$ cat config.mk
export PLATFORM = sky130hd
export DESIGN_NAME = tcp_front
export DESIGN_NICKNAME = d
export VERILOG_FILES = /design/src/hw/rtl/tcp_pkg.sv /design/src/hw/rtl/tcp_front.sv
export SDC_FILE = /design/constraint.sdc
export NUM_CORES = 1
export LEC_CHECK = 0
export BUFFER_PORTS_ARGS = -buffer_cell sky130_fd_sc_hd__buf_2
export CORE_ASPECT_RATIO = 0.9
export CORE_UTILIZATION = 56
export DETAILED_ROUTE_END_ITERATION = 10
export GPL_TIMING_DRIVEN = 0
export PLACE_DENSITY_LB_ADDON = 0.2
export SETUP_SLACK_MARGIN = 0.1
export SYNTH_ARGS = -nofsm -noshare
export SYNTH_HDL_FRONTEND = slang
export SYNTH_SLANG_ARGS = --single-unit
$ cat constraint.sdc
create_clock -name clk_i -period 15 [get_ports clk_i]
set_input_delay 1.5 -clock clk_i [delete_from_list [all_inputs] [get_ports clk_i]]
set_output_delay 1.5 -clock clk_i [all_outputs]
set_load 0.02 [all_outputs]
$ cat src/hw/rtl/tcp_pkg.sv
package tcp_pkg;

  localparam int CoordW = 24;
  localparam int RadW   = 20;
  localparam int DeltaW = CoordW + 1;
  localparam int SumW   = RadW + 1;

  typedef enum logic [1:0] {
    StExact      = 2'd0,
    StClamped    = 2'd1,
    StCoincident = 2'd2
  } status_e;

  typedef struct packed {
    logic signed [CoordW-1:0] x1;
    logic signed [CoordW-1:0] y1;
    logic signed [DeltaW-1:0] dx;
    logic signed [DeltaW-1:0] dy;
    logic [SumW-1:0]          a;
    logic [SumW-1:0]          b;
    logic [RadW-1:0]          rn;
    logic                     coinc;
  } item_t;

endpackage

$ cat src/hw/rtl/tcp_front.sv
module tcp_front (
  input  logic                                clk_i,
  input  logic                                rst_ni,
  input  logic                                in_valid_i,
  output logic                                in_stall_o,
  input  logic signed [tcp_pkg::CoordW-1:0]   first_x_i,
  input  logic signed [tcp_pkg::CoordW-1:0]   first_y_i,
  input  logic [tcp_pkg::RadW-1:0]            first_radius_i,
  input  logic signed [tcp_pkg::CoordW-1:0]   second_x_i,
  input  logic signed [tcp_pkg::CoordW-1:0]   second_y_i,
  input  logic [tcp_pkg::RadW-1:0]            second_radius_i,
  input  logic [tcp_pkg::RadW-1:0]            new_radius_i,
  input  logic                                full_i,
  output logic                                push_o,
  output tcp_pkg::item_t                      item_o
);

  logic           vld_q, load;
  tcp_pkg::item_t item_d, item_q;

  always_comb begin
    item_d.x1    = first_x_i;
    item_d.y1    = first_y_i;
    item_d.dx    = tcp_pkg::DeltaW'(second_x_i) - tcp_pkg::DeltaW'(first_x_i);
    item_d.dy    = tcp_pkg::DeltaW'(second_y_i) - tcp_pkg::DeltaW'(first_y_i);
    item_d.a     = tcp_pkg::SumW'(first_radius_i) + tcp_pkg::SumW'(new_radius_i);
    item_d.b     = tcp_pkg::SumW'(second_radius_i) + tcp_pkg::SumW'(new_radius_i);
    item_d.rn    = new_radius_i;
    item_d.coinc = (second_x_i == first_x_i) && (second_y_i == first_y_i);
  end

  assign in_stall_o = vld_q && full_i;
  assign load       = !in_stall_o;

  always_ff @(posedge clk_i or negedge rst_ni) begin
    if (!rst_ni) begin
      vld_q <= 1'b0;
    end else if (load) begin
      vld_q <= in_valid_i;
    end
  end

  always_ff @(posedge clk_i) begin
    if (load && in_valid_i) begin
      item_q <= item_d;
    end
  end

  assign push_o = vld_q && !full_i;
  assign item_o = item_q;

endmodule

==> results.sh <==
export IMPL_synth_edf_count=161
export IMPL_rr_endpoint="item_o[97]"
export IMPL_grt_pass1_wl_mm=38.41
export IMPL_worstMarginPinSlew_ns=0.8249
export IMPL_ys_warn_count=0
export IMPL_wl_per_cell_um=16.54
export IMPL_cp_data_required_time_ns=15.16
export IMPL_critPathSlowestCell="fa_1"
export IMPL_drv_slew=0
export IMPL_drcViolationCount=0
export IMPL_r2r_setup_slack_ns=12.94
export IMPL_power_leakage_nw=5.533
export IMPL_yosys_top_cells_count="edfxtp_1 (161), ha_1 (88), a21oi_1 (76)"
export IMPL_min_from="vld_q"
export IMPL_r2r_start="vld_q"
export IMPL_critPathMaxStageDelay_ns=0.44
export IMPL_clock_path_buffers=2
export IMPL_seqPwrFrac_pct=42.6
export IMPL_p_int_mw=0.9180
export IMPL_die_w_um=141.6
export IMPL_cp_startpoint="new_radius_i[0]"
export IMPL_fp_dieArea_um2=18080
export IMPL_grt_max_degree=35
export IMPL_synth_most_common_cell="edfxtp_1"
export IMPL_cp_start_kind="primary input"
export IMPL_rsz0062_at_grt="no"
export IMPL_syn_cell_area_um2=9823
export IMPL_hold_path_cell_count=2
export IMPL_ctsResizeCount=0
export IMPL_fin_crit_ns=3.572
export IMPL_synth_top_cell_area_share_pct=49.22
export IMPL_clock_latency_ns=0.43
export IMPL_yosysUniqueCellTypes=65
export IMPL_fin_tns_setup_ns=0
export IMPL_io_pins=323
export IMPL_fin_nets=1494
export IMPL_cp_arrival_ns=3.73
export IMPL_hp_class="flip-flop to flip-flop"
export IMPL_power_density_nw_per_um2=106.5
export IMPL_gp_congestion=0.8780
export IMPL_postSynthAreaPerCell_um2=10.96
export IMPL_fin_worst_skew_ns=0.005968
export IMPL_ant_nets=0
export IMPL_ys_seq_area_share_pct=49.47
export IMPL_finalPower_mw=1.321
export IMPL_crit_buf_inv=1
export IMPL_wl_mm=24.68
export IMPL_rows=45
export IMPL_whs_endpoint="vld_q"
export IMPL_comb_power_share_pct=26.7
export IMPL_status="finished, final reports clean"
export IMPL_die_h_um=127.6
export IMPL_first_pass_iters=5
export IMPL_power_share_clock_pct=30.7
export IMPL_ys_flop_type="edfxtp_1"
export IMPL_avgViaCountPerCell=5.570
export IMPL_area_delta_synth_final_pct=26.23
export IMPL_ir_worst_vdd_v=0.00008732
export IMPL_setup_violations=0
export IMPL_critical_path_top_delay_family="simple AND/OR/NAND/NOR gates"
export IMPL_max_cap_violations=0
export IMPL_first_global_vias=7793
export IMPL_swShare_pct=30.49
export IMPL_tritoncts="done"
export IMPL_synth_nets=1148
export IMPL_clk_pin_slew_ns=0.06
export IMPL_slew_headroom_pct=44.89
export IMPL_max_freq_mhz=280.0
export IMPL_ys_async_sr_fraction_pct=0.6173
export IMPL_port_buffers=322
export IMPL_end_kind="flip-flop"
export IMPL_cts_hold_buf=0
export IMPL_drt_iter0_markers=528
export IMPL_synth_seq_cells=162
export IMPL_clock_sinks=162
export IMPL_dpl_hpwl_mm=19.50
export IMPL_post_cts_buffers=0
export IMPL_yosys_area_top_type="edfxtp_1"
export IMPL_syn_inst=896
export IMPL_numCtsBuffers=17
export IMPL_cts_root_buf="clkbuf_16"
export IMPL_grt_overflow_total=0
export IMPL_ff2ff_path_depth=4
export IMPL_worstSetupPathType="primary input to flip-flop"
export IMPL_crit_chain="buf_2, ha_1, fa_1, a211oi_1, o211ai_1, nand2_1, nor4_1, nor3_1, o21ai_0"
export IMPL_h_tree_depth=4
export IMPL_drive_gt1_share_pct=30.12
export IMPL_antenna_found_initial=4
export IMPL_post_route_period_util_pct=23.81
export IMPL_synth_area_top_cells="edfxtp_1 (49%), ha_1 (11%), xnor2_1 (4.3%), a21oi_1 (3.9%), a21o_1 (2.8%)"
export IMPL_p_switching_mw=0.4026
export IMPL_num_vias=8311
export IMPL_final_util_pct=72.92
export IMPL_hold_violations=0
export IMPL_core_area_um2=17000
export IMPL_grt_total_usage_pct=27.64
export IMPL_crit_fanout=4
export IMPL_initial_core_util_pct=57.77
power by group through the flow:
stage                     sequential, mW  clock [mW]  combinational, mW
after global routing               0.566       0.430              0.387
after floorplan                    0.630           0              0.187
after detailed placement           0.572           0              0.350
final                              0.563       0.405              0.353
after CTS                          0.563       0.413              0.352
after global placement             0.581           0              0.336
layer usage:
| metal | wire length (um) | global-route usage (%) | vias up |
|---|---|---|---|
| met1 | 10190 | 33.89 | 3858 |
| met2 | 11920 | 46.51 | 345 |
| met4 | 641 | 9.614 | 2 |
| met3 | 1916 | 8.208 | 46 |
| li1 | - | - | 4060 |
| met5 | 11 | 0 | - |
area by class of cell:
class	count	area, um^2
tap	235	294.0
clock inverter	14	113.9
fill	1254	4604
clock buffer	18	429.2
multi-input combinational	639	4603
timing repair buffer	327	1727
antenna	2	5.005
inverter	71	266.5
buffer	24	101.3
sequential	162	4860
worst max path at each step:
stage	to	slack (ns)	cells past startpoint
after detailed placement	item_o[41]	11.01	9
after CTS	item_o[41]	11.46	9
after floorplan	item_o[0]	5.50	2
after global placement	item_o[153]	2.40	3
after global routing	item_o[41]	11.23	9
final	item_o[41]	11.43	9
worst min-delay path, stage by stage, from the launching register on:
cell	delay, ns
dfrtp_1	0.35
and2_1	0.21
or2_2	0.15
stage by stage:
stage | instances | cell area (um^2) | setup slack (ns) | hold slack [ns]
after global routing | 1491 | 12400 | 11.23 | 0.7573
after CTS | 1490 | 12390 | 11.46 | 0.7472
final | 1492 | 12400 | 11.43 | 0.7434
after detailed placement | 1458 | 11850 | 11.01 | 0.7305
after global placement | 1453 | 11730 | 2.404 | 0.5961
after floorplan | 896 | 9823 | 5.502 | 0.7394
registers in the layout (all words and copies together) (netlist names):
register,flops
vld_q,1
item_o,161
logic make-up after synthesis:
family | synth area share (%)
flip-flops | 49.47
XOR/XNOR | 6.152
AND/OR/NAND/NOR | 11.11
AO/OA/AOI/OAI | 17.30
multiplexers | 0.2038
adder cells (fa/ha/maj) | 12.02
buffers and inverters | 3.745
layout by cell type (no fill, tap or decap), types with 9 or more instances in the layout:
cell	instances
o21ai_0	36
nor3_1	15
o21ai_1	9
clkbuf_16	17
clkbuf_1	15
ha_1	88
edfxtp_1	161
nand4_1	17
nor2_1	60
o211ai_1	15
a21o_1	36
a21oi_1	76
o21bai_1	11
inv_1	70
xnor2_1	48
nand2_1	52
nor2b_1	13
o21a_1	15
buf_2	331
xor2_1	21
nand3_1	25
(Power assumes the default switching activity.)
