<file path="src/hw/rtl/tcp_fifo.sv">
module tcp_fifo #(
  parameter int DEPTH = 4,
  parameter int W     = 1
) (
  input  logic         clk_i,
  input  logic         rst_ni,
  input  logic         push_i,
  input  logic [W-1:0] wdata_i,
  input  logic         pop_i,
  output logic [W-1:0] rdata_o,
  output logic         full_o,
  output logic         empty_o
);

  localparam int AW = $clog2(DEPTH);
  localparam int CW = $clog2(DEPTH + 1);

  logic [W-1:0]  mem [DEPTH];
  logic [AW-1:0] wr_q, rd_q;
  logic [CW-1:0] cnt_q;

  always_ff @(posedge clk_i) begin
    if (push_i) begin
      mem[wr_q] <= wdata_i;
    end
  end

  always_ff @(posedge clk_i or negedge rst_ni) begin
    if (!rst_ni) begin
      wr_q  <= '0;
      rd_q  <= '0;
      cnt_q <= '0;
    end else begin
      if (push_i) begin
        wr_q <= (wr_q == AW'(DEPTH - 1)) ? '0 : wr_q + 1'b1;
      end
      if (pop_i) begin
        rd_q <= (rd_q == AW'(DEPTH - 1)) ? '0 : rd_q + 1'b1;
      end
      if (push_i && !pop_i) begin
        cnt_q <= cnt_q + 1'b1;
      end else if (pop_i && !push_i) begin
        cnt_q <= cnt_q - 1'b1;
      end
    end
  end

  assign rdata_o = mem[rd_q];
  assign full_o  = cnt_q == CW'(DEPTH);
  assign empty_o = cnt_q == '0;

`ifndef ASSERT_OFF
  a_no_overflow: assert property (@(posedge clk_i) disable iff (!rst_ni)
    !(push_i && full_o)) else $error("word pushed into full queue");
  a_no_underflow: assert property (@(posedge clk_i) disable iff (!rst_ni)
    !(pop_i && empty_o)) else $error("word popped from empty queue");
  a_count_up: assert property (@(posedge clk_i) disable iff (!rst_ni)
    (push_i && !pop_i) |=> cnt_q == $past(cnt_q) + 1'b1)
    else $error("queue count lost a word");
`endif

endmodule

</file>
<file path="config.mk">
export PLATFORM = sky130hd
export DESIGN_NAME = tcp_fifo
export DESIGN_NICKNAME = d
export VERILOG_FILES = /design/src/hw/rtl/tcp_fifo.sv
export SDC_FILE = /design/constraint.sdc
export NUM_CORES = 1
export LEC_CHECK = 0
export BUFFER_PORTS_ARGS = -buffer_cell sky130_fd_sc_hd__buf_2
export CAP_MARGIN = 20
export CORE_MARGIN = 4
export CORE_UTILIZATION = 35
export CTS_CLUSTER_DIAMETER = 30
export DETAILED_ROUTE_END_ITERATION = 8
export GPL_ROUTABILITY_DRIVEN = 0
export HOLD_SLACK_MARGIN = 0.03
export PLACE_DENSITY = 0.63
export SLEW_MARGIN = 20
export SYNTH_ARGS = -nofsm -noshare
export SYNTH_HDL_FRONTEND = slang
export SYNTH_SLANG_ARGS = --single-unit
</file>
<file path="constraint.sdc">
create_clock -name clk_i -period 3.1 [get_ports clk_i]
set_clock_uncertainty 0.05 [all_clocks]
set_input_delay 0.465 -clock clk_i [delete_from_list [all_inputs] [get_ports clk_i]]
set_output_delay 0.465 -clock clk_i [all_outputs]
set_load 0.02 [all_outputs]
</file>
==> results.cfg, run 1 <==
[detailed_routing]
drt_pass1_iterations = 4
dr_total_vias = 329
wirelength_um = 732
vias_per_cell = 4.768
drtIter0Drc = 1
post_drt_wl_per_cell_um = 10.61
drc_errors = 0
drtAntennaViolNets = 0

[timing]
min_period_ns = 1.851
fmax_ghz = 0.5401
rsz0062_at_grt = no
worst-slew-pin-transition_ns = 0.1723
hold_viol = 0
tns_ns = 0
timing.final.max_slew_violations = 0
relSlewSlack_pct = 88.51
min_period_over_period_pct = 59.72
setup_viol = 0

[synthesis]
yosysTopAreaCellShare_pct = 31.60
syn_nets = 53
syn_area_per_cell_um2 = 13.52
synth_cells = 41
seq_area_frac_synth_pct = 53.27
syn_area_um2 = 554.3
synthTopCellsByArea = dfrtp_1 32%, edfxtp_1 22%, ha_1 14%, mux2_2 6.1%, and2_1 4.5%
synth_cell_type_count = 16
yosysWarningCount = 0
ys_seq_elements = 11
synth_top_area_cell = dfrtp_1

[layout]
drive_above_1_share_pct = 26.42
fin_util_pct = 42.86
syn_to_final_growth_pct = 16.48
insertedDiodeCount = 0
final_cell_mix = 7 x dfrtp_1, 7 x buf_2, 6 x ha_1
nets = 66
stdcell_count = 69

[floorplanning]
num_io_pins = 8
core.rowCount = 14
core_area_um2 = 1506
start_util_pct = 36.79
die_y_um = 47.80
fp.dieW_um = 47.80
dieArea_um2 = 2284

[placed_design]
io_buffers = 7
dpl.hpwl_um = 619.7
dp_cells = 64

[clocking]
h-tree-depth = 1
root_buffer = clkbuf_4
postCtsSetupBuffers = 0
cts_sinks = 11
cts_max_path_buffers = 2
cts_tree = yes
worstSkewPairLatency_ns = 0.26
cts_made_buffers = 3
cts_resized = 0
cts.clk_slew.worst_paths_ns = 0.07

[worst_setup_path]
endpoint_kind = output port
arrival_ns = 1.34
setup.worst_path.class = reg -> out
worst_ep_required_time_ns = 2.58
start_kind = register
cp_max_fo = 4

[global_routing]
grt_pass1_vias = 331
grt_pass1_wl_mm = 1.276
overflow = 0
antenna_found_initial = 0
grt_max_degree = 10
grtUsageTotal_pct = 8.365

[outcome]
status = finished, final reports clean

[power]
p_leak_uw = 0.0002940
power.total_uw = 548.7
peakVddDrop_mv = 0.2622
power-per-cell-area_nw_per_um2 = 849.9

[job]
maxCapViolCount = 0

[min_path]
hp-class = in -> reg
stage by stage:
stage                     hold WS, ns  worst slack (ns)  cell area (µm²)
after floorplan                0.1194             1.520            554.3
after global placement         0.2581             1.333            609.3
after detailed placement       0.2565             1.310            609.3
after CTS                      0.3645             1.233            645.6
after global routing           0.3751             1.182            645.6
final                          0.3668             1.249            645.6
sequential cells by signal (all words and copies together), names as in the netlist:
| name | count |
|---|---|
| mem | 4 |
| cnt_q | 3 |
| rd_q | 2 |
| wr_q | 2 |
cell type report:
cell class	count	area, µm²
Inverter	4	15.01
Tap cell	16	20.02
Clock buffer	4	26.28
Timing Repair Buffer	8	45.04
Multi-Input combinational cell	26	244.0
Sequential cell	11	295.3
Fill cell	156	860.8
what timing repair did:
action,CTS,global route
endpoints found under the hold margin,7,0
hold buffers,1,0
setup endpoints to repair,0,0
logic make-up after synthesis:
logic type | count (synthesis) | synth area share [%]
flip-flops | 11 | 53.27
AND/OR/NAND/NOR | 10 | 10.16
adder cells (fa/ha/maj) | 7 | 17.16
buffers and inverters | 4 | 2.708
multiplexers | 4 | 10.16
XOR/XNOR | 3 | 4.741
AO/OA/AOI/OAI | 2 | 1.806
synth_stat cells:
| master | count |
|---|---|
| xnor2_1 | 1 |
| fa_1 | 1 |
| mux2_2 | 3 |
| mux4_2 | 1 |
| nand3b_1 | 1 |
| ha_1 | 6 |
| o21ai_0 | 2 |
| xor2_1 | 2 |
| inv_1 | 4 |
| dfrtp_1 | 7 |
| edfxtp_1 | 4 |
| nor2_1 | 2 |
| and2_1 | 4 |
| nor3_1 | 1 |
| nand2_1 | 1 |
| nor3b_1 | 1 |
worst max-delay path, stage by stage, from the launching register on:
cell and delay (ns):
dfrtp_1 0.41, mux4_2 0.50, buf_2 0.17
power breakdown:
part | internal [µW] | switching (µW)
registers | 207 | 48.3
logic | 104 | 94.2
clock network | 49.7 | 45.2
total | 361 | 188
per-layer routing:
layer,vias to the layer above,global-route usage (%),share of wire (%)
met5,-,0,0
met3,4,1.128,2.9
met1,155,9.954,41
met2,7,13.46,53
li1,163,-,-
met4,0,6.452,3.0
worst paths after layout:
kind	from	end	slack [ns]	cells past startpoint
min in group asynchronous	rst_ni	rd_q[0]	0.52	2
max in group asynchronous	rst_ni	cnt_q[1]	2.33	2
worst max register to register	cnt_q[0]	cnt_q[2]	1.68	4
worst min-delay path	wdata_i	mem[2]	0.37	1
worst min register to register	cnt_q[2]	cnt_q[2]	0.44	1
worst max-delay path	rd_q[0]	rdata_o	1.25	2
(Power assumes the default switching activity.)
==> inputs of run 2 (changes only) <==
Settings changed: ABC_AREA set to 1.
Clock period 3.1 ns to 1.8 ns, I/O delays scaled along.
==> run 2 against run 1 <==
Final cell count is 32% higher. Via count grew 28%. Worst hold slack worse by 0.19 ns. Sequential share of layout area shrank 2.0 points. Critical path depth up 3. Largest power group unchanged. Combinational power grew 88%. Synthesized cell count rose by 54%. Power increased by 77%.
==> results.cfg, run 2 <==
[clocking]
root_buffer = clkbuf_4
cts_max_path_buffers = 2
cts_resized = 0
postCtsSetupBuffers = 0
cts_made_buffers = 3
cts.clk_slew.worst_paths_ns = 0.06
worstSkewPairLatency_ns = 0.26
cts_tree = yes
h-tree-depth = 1
cts_sinks = 11

[layout]
insertedDiodeCount = 0
largest_register_ff_count = 4
drive_above_1_share_pct = 13.33
nets = 88
layout_commonest_cell = nand2_1
syn_to_final_growth_pct = 15.63
top_regs = mem: 4 flops, cnt_q: 3 flops
largest_register = mem
nFillCells = 160
final_cell_mix = 17 x nand2_1, 15 x inv_1, 7 x dfrtp_1, 7 x buf_2, 6 x ha_1

[worst_setup_path]
cp_max_fo = 5
start_kind = register
worst_ep_required_time_ns = 1.48
crit_start = rd_q[0]
endpoint_kind = output port
arrival_ns = 1.14
r2r_start = cnt_q[0]
setup.worst_path.class = reg -> out

[min_path]
worst_hold_startpoint = wdata_i
hp-class = in -> reg

[synthesis]
synthTopCellsByArea = dfrtp_1 30%, edfxtp_1 21%, ha_1 13%, nand2_1 11%, inv_1 9.6%
synthMuxAreaShare_pct = 0
synth_compound_area_share_pct = 6.852
synth_top_family_by_area = adder cells
yosysTopAreaCellShare_pct = 29.98
synthXorXnorAreaFrac_pct = 1.499
ys_seq_elements = 11
synth.most_common_cell = nand2_1
yosysWarningCount = 0
seq_area_frac_synth_pct = 50.54
syn_nets = 75
synth_fa_ha_area_share_pct = 16.27
synth_top_area_cell = dfrtp_1
ys_top_cells_by_count = 17 x nand2_1, 15 x inv_1, 7 x dfrtp_1
synth_cells = 63
synth_edf_count = 4
syn_area_um2 = 584.3
synth_ff_type = dfrtp_1
synth_cell_type_count = 15
synth-simple-area-share_pct = 15.20
syn_area_per_cell_um2 = 9.275
synth-async-reset-ratio_pct = 63.64

[power]
p_leak_uw = 0.0003728
peakVddDrop_mv = 0.6799
seq_power_share_pct = 45.4
internal_power_uw = 594.5
switchingPower_uw = 377.2
clkPwrFrac_pct = 16.2
power_switching_share_pct = 38.82
power-per-cell-area_nw_per_um2 = 1438
combPwrFrac_pct = 38.4

[placed_design]
dpl.hpwl_um = 652.7
io_buffers = 7

[floorplanning]
die_y_um = 48.86
dieArea_um2 = 2387
fp.dieW_um = 48.86
num_io_pins = 8
start_util_pct = 37.91
core.rowCount = 14
core_area_um2 = 1541

[timing]
fmax_ghz = 0.6857
tns_ns = 0
timing.final.max_slew_violations = 0
hold_slack_ns = 0.1725
min_period_over_period_pct = 81.03
hold_viol = 0
rsz0062_at_grt = no
min_period_ns = 1.458
relSlewSlack_pct = 87.03
setup_viol = 0
worst-slew-pin-transition_ns = 0.1946

[outcome]
status = finished, final reports clean

[job]
maxCapViolCount = 0

[detailed_routing]
drc_errors = 0
drtIter0Drc = 3
drt_pass1_iterations = 4
dr_total_vias = 421
post_drt_wl_per_cell_um = 8.967
wirelength_um = 816
drtAntennaViolNets = 0
vias_per_cell = 4.626

[global_routing]
grt_pass1_vias = 380
overflow = 0
antenna_found_initial = 0
grt_max_degree = 10
grt_pass1_wl_mm = 1.593
grtUsageTotal_pct = 8.450
run 2: worst max-delay path: stages, from the launching register on:
cell and delay (ns):
dfrtp_1 0.39, inv_1 0.13, nand2_1 0.07, o211ai_1 0.08, nand2_1 0.06, buf_2 0.15
run 2: final timing paths:
kind                       endpoint  slack, ns  cells after the start
max                         rdata_o       0.34                      5
min                          mem[0]       0.17                      1
max reg2reg                cnt_q[2]       0.46                      5
min reg2reg                cnt_q[2]       0.47                      2
max in group asynchronous   rd_q[1]       1.22                      2
min in group asynchronous   wr_q[1]       0.32                      2
run 2: logic make-up after synthesis:
family	count (synthesis)
AND/OR/NAND/NOR	22
AO/OA/AOI/OAI	7
buffers and inverters	15
XOR/XNOR	1
flip-flops	11
adder cells (fa/ha/maj)	7
run 2: area by class of cell:
type	count	area (µm²)	area share (%)
clock buffers	4	26.28	3.889
multi-input cells	37	232.7	34.44
flip-flops and latches	11	295.3	43.70
inverters	15	56.30	8.333
repair buffers	8	45.04	6.667
well taps	16	20.02	2.963
run 2: power groups by stage:
stage | combinational (µW) | sequential (µW) | clock [µW]
after CTS | 381 | 443 | 160
after floorplan | 287 | 427 | 0
after global routing | 450 | 457 | 177
after global placement | 366 | 441 | 0
final | 373 | 442 | 157
after detailed placement | 374 | 449 | 0
run 2: repair_timing:
action / in CTS / in global routing
setup endpoints to repair: 0 / 0
endpoints found under the hold margin: 7 / 0
hold buffers: 1 / 0
run 2: metrics by stage:
step / cells / total power (µW) / setup slack [ns] / cell area, µm² / utilization [%]
floorplan: 63 / 714.2 / 0.5206 / 584.3 / -
global placement: 86 / 807.0 / 0.3215 / 639.4 / 41.48
detailed placement: 86 / 822.8 / 0.2743 / 639.4 / 41.48
CTS: 91 / 984.9 / 0.3231 / 675.6 / 43.83
global route: 91 / 1084 / 0.2011 / 675.6 / 43.83
finish: 91 / 971.7 / 0.3415 / 675.6 / 43.83
run 2: metal layers:
metal | global-route usage, % | up-vias | share of wire, %
met5 | 0 | - | 0
met4 | 4.036 | 0 | 0.74
met3 | 4.281 | 2 | 5.9
met2 | 10.87 | 11 | 45
met1 | 11.49 | 187 | 48
li1 | - | 221 | -
